===== config.mk =====
export PLATFORM = sky130hd
export DESIGN_NAME = websocket_frame_deframer
export DESIGN_NICKNAME = d
export VERILOG_FILES = /design/src/rtl/core/wsd_pkg.sv /design/src/rtl/core/wsd_parser.sv /design/src/rtl/core/websocket_frame_deframer.sv
export SDC_FILE = /design/constraint.sdc
export NUM_CORES = 1
export LEC_CHECK = 0
export ABC_AREA = 1
export BUFFER_PORTS_ARGS = -buffer_cell sky130_fd_sc_hd__buf_2
export CORE_ASPECT_RATIO = 1.4
export CORE_MARGIN = 3
export CORE_UTILIZATION = 52
export CTS_BUF_LIST = sky130_fd_sc_hd__clkbuf_8
export CTS_CLUSTER_SIZE = 30
export DETAILED_ROUTE_END_ITERATION = 16
export PLACE_DENSITY = 0.69
export SETUP_SLACK_MARGIN = 0.02
export SYNTH_ARGS = -nofsm -noshare
export SYNTH_HDL_FRONTEND = slang
export SYNTH_SLANG_ARGS = --single-unit

===== constraint.sdc =====
create_clock -name i_clk -period 8.47 [get_ports i_clk]
set_clock_uncertainty 0.2 [all_clocks]
set_input_delay 0.847 -clock i_clk [delete_from_list [all_inputs] [get_ports i_clk]]
set_output_delay 0.847 -clock i_clk [all_outputs]
set_load 0.03 [all_outputs]

===== src/rtl/core/wsd_pkg.sv =====
// Shared types and constants for the WebSocket frame deframer.
// Used by wsd_parser and websocket_frame_deframer; depends on nothing.
package wsd_pkg;

    typedef enum logic [2:0] {
        PH_HDR0    = 3'd0,
        PH_HDR1    = 3'd1,
        PH_EXTLEN  = 3'd2,
        PH_MASK    = 3'd3,
        PH_PAYLOAD = 3'd4,
        PH_CLOSED  = 3'd5
    } t_phase;

    localparam logic [3:0] OP_TEXT  = 4'h1;
    localparam logic [3:0] OP_CLOSE = 4'h8;

    localparam logic [1:0] KIND_BYTE  = 2'd0;
    localparam logic [1:0] KIND_EMPTY = 2'd1;
    localparam logic [1:0] KIND_CLOSE = 2'd2;

    localparam logic [6:0] LEN7_EXT16 = 7'd126;
    localparam logic [6:0] LEN7_EXT64 = 7'd127;
    localparam logic [3:0] EXT16_BYTES = 4'd2;
    localparam logic [3:0] EXT64_BYTES = 4'd8;
    localparam logic [2:0] KEY_BYTES   = 3'd4;

    typedef struct packed {
        logic       valid;
        logic [1:0] kind;
        logic [7:0] payload_byte;
        logic       last_of_frame;
    } t_result;

endpackage


===== src/rtl/core/wsd_parser.sv =====
// Frame header parser and payload unmasker: holds the parse state and works out
// the result for one stream byte per cycle while i_step is high. Depends on wsd_pkg.
module wsd_parser (
    input  logic              i_clk,
    input  logic              i_rst_n,
    input  logic              i_step,
    input  logic [7:0]        i_byte,
    output wsd_pkg::t_result  o_res
);

    wsd_pkg::t_phase r_phase, n_phase;
    logic [3:0]  r_op, n_op;
    logic        r_masked, n_masked;
    logic [3:0]  r_ext, n_ext;
    logic [63:0] r_rem, n_rem;
    logic [31:0] r_key, n_key;
    logic [1:0]  r_mbi, n_mbi;
    logic [2:0]  r_mbl, n_mbl;

    logic        len_known;
    logic        hdr_done;
    logic        pay_last;
    logic [7:0]  key_byte;
    logic [7:0]  pay_value;

    always_comb begin
        case (r_mbi)
            2'd0:    key_byte = r_key[31:24];
            2'd1:    key_byte = r_key[23:16];
            2'd2:    key_byte = r_key[15:8];
            default: key_byte = r_key[7:0];
        endcase
    end

    assign pay_value = r_masked ? (i_byte ^ key_byte) : i_byte;

    // Next-state logic.
    always_comb begin
        n_phase   = r_phase;
        n_op      = r_op;
        n_masked  = r_masked;
        n_ext     = r_ext;
        n_rem     = r_rem;
        n_key     = r_key;
        n_mbi     = r_mbi;
        n_mbl     = r_mbl;
        len_known = 1'b0;
        hdr_done  = 1'b0;
        pay_last  = 1'b0;
        case (r_phase)
            wsd_pkg::PH_HDR1: begin
                n_masked = i_byte[7];
                n_rem    = 64'd0;
                if (i_byte[6:0] == wsd_pkg::LEN7_EXT16) begin
                    n_ext   = wsd_pkg::EXT16_BYTES;
                    n_phase = wsd_pkg::PH_EXTLEN;
                end else if (i_byte[6:0] == wsd_pkg::LEN7_EXT64) begin
                    n_ext   = wsd_pkg::EXT64_BYTES;
                    n_phase = wsd_pkg::PH_EXTLEN;
                end else begin
                    n_rem     = {57'd0, i_byte[6:0]};
                    len_known = 1'b1;
                end
            end
            wsd_pkg::PH_EXTLEN: begin
                n_rem = {r_rem[55:0], i_byte};
                n_ext = r_ext - 4'd1;
                if (n_ext == 4'd0) begin
                    len_known = 1'b1;
                end
            end
            wsd_pkg::PH_MASK: begin
                n_key = {r_key[23:0], i_byte};
                n_mbl = r_mbl - 3'd1;
                if (n_mbl == 3'd0) begin
                    hdr_done = 1'b1;
                end
            end
            wsd_pkg::PH_PAYLOAD: begin
                n_mbi    = r_mbi + 2'd1;
                n_rem    = r_rem - 64'd1;
                pay_last = (n_rem == 64'd0);
                if (pay_last) begin
                    n_phase = (r_op == wsd_pkg::OP_CLOSE) ? wsd_pkg::PH_CLOSED
                                                          : wsd_pkg::PH_HDR0;
                end
            end
            wsd_pkg::PH_CLOSED: begin
            end
            default: begin
                n_op    = i_byte[3:0];
                n_phase = wsd_pkg::PH_HDR1;
            end
        endcase

        // Once the length is known, a masked frame still has its key to collect.
        if (len_known) begin
            if (n_masked) begin
                n_key   = 32'd0;
                n_mbl   = wsd_pkg::KEY_BYTES;
                n_phase = wsd_pkg::PH_MASK;
            end else begin
                hdr_done = 1'b1;
            end
        end

        if (hdr_done) begin
            n_mbi = 2'd0;
            if (n_rem != 64'd0) begin
                n_phase = wsd_pkg::PH_PAYLOAD;
            end else if (r_op == wsd_pkg::OP_CLOSE) begin
                n_phase = wsd_pkg::PH_CLOSED;
            end else begin
                n_phase = wsd_pkg::PH_HDR0;
            end
        end
    end

    // Result logic.
    always_comb begin
        o_res = '0;
        if (r_phase == wsd_pkg::PH_PAYLOAD) begin
            if (r_op == wsd_pkg::OP_TEXT) begin
                o_res.valid         = 1'b1;
                o_res.kind          = wsd_pkg::KIND_BYTE;
                o_res.payload_byte  = pay_value;
                o_res.last_of_frame = pay_last;
            end else if (r_op == wsd_pkg::OP_CLOSE && pay_last) begin
                o_res.valid         = 1'b1;
                o_res.kind          = wsd_pkg::KIND_CLOSE;
                o_res.last_of_frame = 1'b1;
            end
        end else if (hdr_done && n_rem == 64'd0) begin
            if (r_op == wsd_pkg::OP_CLOSE) begin
                o_res.valid         = 1'b1;
                o_res.kind          = wsd_pkg::KIND_CLOSE;
                o_res.last_of_frame = 1'b1;
            end else if (r_op == wsd_pkg::OP_TEXT) begin
                o_res.valid         = 1'b1;
                o_res.kind          = wsd_pkg::KIND_EMPTY;
                o_res.last_of_frame = 1'b1;
            end
        end
    end

    always_ff @(posedge i_clk) begin
        if (!i_rst_n) begin
            r_phase  <= wsd_pkg::PH_HDR0;
            r_op     <= 4'd0;
            r_masked <= 1'b0;
            r_ext    <= 4'd0;
            r_rem    <= 64'd0;
            r_key    <= 32'd0;
            r_mbi    <= 2'd0;
            r_mbl    <= 3'd0;
        end else if (i_step) begin
            r_phase  <= n_phase;
            r_op     <= n_op;
            r_masked <= n_masked;
            r_ext    <= n_ext;
            r_rem    <= n_rem;
            r_key    <= n_key;
            r_mbi    <= n_mbi;
            r_mbl    <= n_mbl;
        end
    end

endmodule


===== src/rtl/core/websocket_frame_deframer.sv =====
// WebSocket receive deframer top level: input register, parser and result register.
// Depends on wsd_pkg and wsd_parser.
//
// Usage: raw stream bytes enter on the s_axis channel, one byte per request.
// Text frame payload bytes leave on the m_axis channel unmasked, with tuser
// giving the kind (payload byte, empty text frame, close seen) and tlast
// marking the final result of a frame. Header bytes and payloads of other
// opcodes give no result. After a close frame every byte is taken and dropped
// until reset.
// Path: a byte is caught in the input register at acceptance, then one pass
// through the parser fills the result register, which drives m_axis; a
// receiver stall can hold the byte in the input register before that pass.
// Throughput: one byte per cycle while the receiver does not stall, set by the
// parser step with its 64-bit length decrement and zero compare.
// Reset (synchronous, active low) returns the parser to the first header byte
// and empties both registers. When the receiver stalls, the result register
// holds, the held byte waits in the input register, and s_axis tready falls
// only once both are full.
module websocket_frame_deframer (
    input  logic       i_clk,
    input  logic       i_rst_n,
    input  logic       i_s_axis_tvalid,
    output logic       o_s_axis_tready,
    input  logic [7:0] i_s_axis_tdata,   // [7:0] data_byte
    output logic       o_m_axis_tvalid,
    input  logic       i_m_axis_tready,
    output logic [7:0] o_m_axis_tdata,   // [7:0] payload_byte
    output logic [1:0] o_m_axis_tuser,   // [1:0] kind
    output logic       o_m_axis_tlast    // last_of_frame
);

    logic             r_in_valid;
    logic [7:0]       r_in_byte;
    logic             r_out_valid;
    logic [1:0]       r_out_kind;
    logic [7:0]       r_out_byte;
    logic             r_out_last;
    logic             advance;
    logic             step;
    wsd_pkg::t_result res;

    assign advance         = !r_out_valid || i_m_axis_tready;
    assign step            = r_in_valid && advance;
    assign o_s_axis_tready = !r_in_valid || advance;

    wsd_parser u_parser (
        .i_clk   (i_clk),
        .i_rst_n (i_rst_n),
        .i_step  (step),
        .i_byte  (r_in_byte),
        .o_res   (res)
    );

    always_ff @(posedge i_clk) begin
        if (!i_rst_n) begin
            r_in_valid <= 1'b0;
        end else if (o_s_axis_tready) begin
            r_in_valid <= i_s_axis_tvalid;
        end
    end

    always_ff @(posedge i_clk) begin
        if (o_s_axis_tready && i_s_axis_tvalid) begin
            r_in_byte <= i_s_axis_tdata;
        end
    end

    always_ff @(posedge i_clk) begin
        if (!i_rst_n) begin
            r_out_valid <= 1'b0;
        end else if (advance) begin
            r_out_valid <= step && res.valid;
        end
    end

    always_ff @(posedge i_clk) begin
        if (step && res.valid && advance) begin
            r_out_kind <= res.kind;
            r_out_byte <= res.payload_byte;
            r_out_last <= res.last_of_frame;
        end
    end

    assign o_m_axis_tvalid = r_out_valid;
    assign o_m_axis_tdata  = r_out_byte;
    assign o_m_axis_tuser  = r_out_kind;
    assign o_m_axis_tlast  = r_out_last;

endmodule


==> run metrics <==
Area Growth Syn to Fin 7.21%; post-route design area 0.0102 mm^2; Layout Cells excl Fill 1832; Seq pwr share 0.398; die area 0.0200 mm^2; Die Y-Extent 166 um; CTS root buf clkbuf_8; WL per Instance 17.0 um; hold path startpoint u_parser.r_key[13]; synth warn 0; Post-synth ARST share 0; clock-pin slew on the worst setup and hold paths 0.10 ns; Port Buf Inserts 24; synth unique cells 41; internal power 1.10 mW; gr ovfl total 0; met3 GRT Util 0.0511; P_sw 0.677 mW; max-cap violation count 0; Max Fanout on Critical Path 50; critical path type reg -> reg; min Tclk post-route 3.93 ns; GRT Util Overall 0.313; CTS Buf Count 17; # hold bufs at CTS 0; Fmax achieved 0.255 GHz; slew of the pin with the lowest slew margin 1.18 ns; Final nets 1605; Synth top area share 0.242; first-pass GRT wire length 50.1 mm; DP Area 0.00973 mm^2; Critical Path Max Stage Delay 0.91 ns; initial antenna violation count 0; CTS sink cnt 134; Worst VDD drop 0.130 mV; max_slew headroom 0.215; gr busiest metal met2; Crit. End Element flop; Post-synth EDFFs 19; Global Route met2 Usage 0.533; Cells after Synth 1589; Hold Path Class reg -> reg; Final TNS setup 0 ns; CTS tree done; Pre-Repair DR Iteration Count 5; CP most frequent cell nand2_2; clk_lat worst skew 0.48 ns; Final period util 0.464; Combinational Power Share 0.241; FP Rows 57; vias in the first global route 9614; post-synthesis sequential area ratio 0.302; CTS max path bufs 2; Die Span X 120 um; final core utilization 0.579; M1 GR Usage 0.374; Syn Nets 1611; Resized cells post-CTS 0; ys flop type dfxtp_1; Slew Limit Fails 0; Initial Utilization 0.540; Layout fillers 1843; Final ANT Viol Nets 0; WP data arrival 3.85 ns; total wire length 31.2 mm; share of layout cells above drive strength 1 0.0727; largest cells by area after synthesis dfxtp_1, nand2_1, nor2_1; Post-Place Cells 1800; H-Tree Depth 4; beginning of the critical path u_parser.r_phase[0]; vias post-DR 10323; Avg Synthesized Cell Area 5.99 um^2; startpoint types flop; DRT iter0 DRCs 813; PD cells 175 mW/mm^2; Yosys reg bits 134; Clk pwr share 0.360; Leak 4.80 nW; detailed placer's ending HPWL 23.2 mm; Top Ports 25; worst reg2reg startpoint u_parser.r_phase[0]; outcome completed; DR vias/cell 5.63; final hold viol count 0; Final setup viols 0; Mapped Area 0.00951 mm^2; Core ar. 0.0176 mm^2; RSZ-0062 raised after global routing false; largest net degree at the start of global routing 97; n_diodes 0; switching share of power 0.380; CP Cell Sequence nor2_1 -> nand2_2 -> nand2_2 -> o22ai_1 -> a21oi_1 -> nand2_1 -> nor2_1 -> nand2_1 -> nor2_1 -> nand2_1 -> nor2_4 -> nand2_2 -> nand2_2 -> nand2_2 -> inv_1; CP required 8.40 ns; Post-CTS Setup Repair Bufs 0; Pwr Total 1.78 mW; DRC Markers 0; Synth area leader dfxtp_1; RePlAce Congestion 1.03; Slowest-stage cell, CP nand2_2
power by group through the flow:
stage	combinational [mW]	clock, mW	sequential, mW
2_1_floorplan	0.321	0	0.707
3_3_place_gp	0.418	0	0.722
3_5_place_dp	0.419	0	0.722
4_1_cts	0.422	0.644	0.708
5_1_grt	0.481	0.675	0.712
6_report	0.430	0.642	0.709
metrics by stage:
step / hold WS (ns) / setup WS (ns)
2_1_floorplan: 0.246 / 5.55
6_report: 0.276 / 4.54
4_1_cts: 0.277 / 4.62
5_1_grt: 0.313 / 4.26
3_3_place_gp: 0.260 / 4.67
3_5_place_dp: 0.263 / 4.63
path summary, 6_finish.rpt:
kind                             end  slack, ns  cells after the start
setup / recovery   o_m_axis_tdata[6]       4.54                     15
hold / removal    u_parser.r_key[21]       0.28                      2
setup reg to reg   o_m_axis_tdata[6]       4.54                     15
hold reg to reg   u_parser.r_key[21]       0.28                      2
area by class of cell:
cell class                 count  area (um^2)  area share
clock buffer                  17          234      0.0229
multi-input combinational   1166         5520       0.542
sequential                   134         2870       0.282
inverter                     234          878      0.0861
timing repair buffer          30          165      0.0162
tap                          236          295      0.0290
clock inverter                15          228      0.0223
placed cells by master (no fill, tap or decap), types with 5 or more instances in the layout:
cell type / instances
a21oi_1: 71
o211ai_1: 23
inv_1: 227
nand2_2: 12
nor2_1: 265
o21ai_0: 74
nand4_1: 13
nand2_1: 422
buf_4: 6
ha_1: 10
o22ai_1: 48
xor2_1: 5
edfxtp_1: 19
inv_2: 6
nor2_2: 15
a211oi_1: 36
inv_8: 7
nor2_4: 14
nand3_1: 106
a221oi_1: 6
dfxtp_1: 115
clkbuf_8: 17
buf_2: 24
nor3_1: 17
cell families (layout without fill, tap and decap cells):
| kind of cell | count (synthesis) | after routing | share of synthesized area |
|---|---|---|---|
| compound gates | 270 | 270 | 0.169 |
| xor+xnor | 8 | 8 | 0.00737 |
| fa+ha+maj | 10 | 10 | 0.0132 |
| buf+inv | 289 | 296 | 0.118 |
| flops | 134 | 134 | 0.302 |
| simple gates | 878 | 878 | 0.390 |
critical path: cells and delay by family (launching register included):
kind,cells,cell delay (ns)
flops,1,0.39
simple gates,12,2.22
buf+inv,1,0.31
compound gates,2,0.47
flip-flops by register name, indices dropped and copies added (netlist names):
name and cells:
o_m_axis_tdata 8, o_m_axis_tlast 1, o_m_axis_tuser 2, o_m_axis_tvalid 1
r_in_byte 8, r_in_valid 1, u_parser.r_ext 4, u_parser.r_key 32
u_parser.r_masked 1, u_parser.r_mbi 2, u_parser.r_mbl 3, u_parser.r_op 4
u_parser.r_phase 3, u_parser.r_rem 64
Yosys cell counts, types with 14 or more instances:
| cell type | instances |
|---|---|
| nand2_1 | 423 |
| nor2_1 | 266 |
| inv_1 | 227 |
| dfxtp_1 | 115 |
| nand3_1 | 106 |
| o21ai_0 | 74 |
| a21oi_1 | 71 |
| o22ai_1 | 48 |
| a211oi_1 | 36 |
| clkbuf_1 | 36 |
| o211ai_1 | 23 |
| edfxtp_1 | 19 |
| nor3_1 | 17 |
| nor2_2 | 14 |
| nor2_4 | 14 |
layer usage:
metal	part of all wire	up-vias	wire length [um]
li1	-	5127	-
met3	0.070	114	2180
met1	0.39	4606	12100
met2	0.48	476	14900
met4	0.062	0	1930
met5	0	-	0
Note: power is estimated with default switching activity, not from simulation.
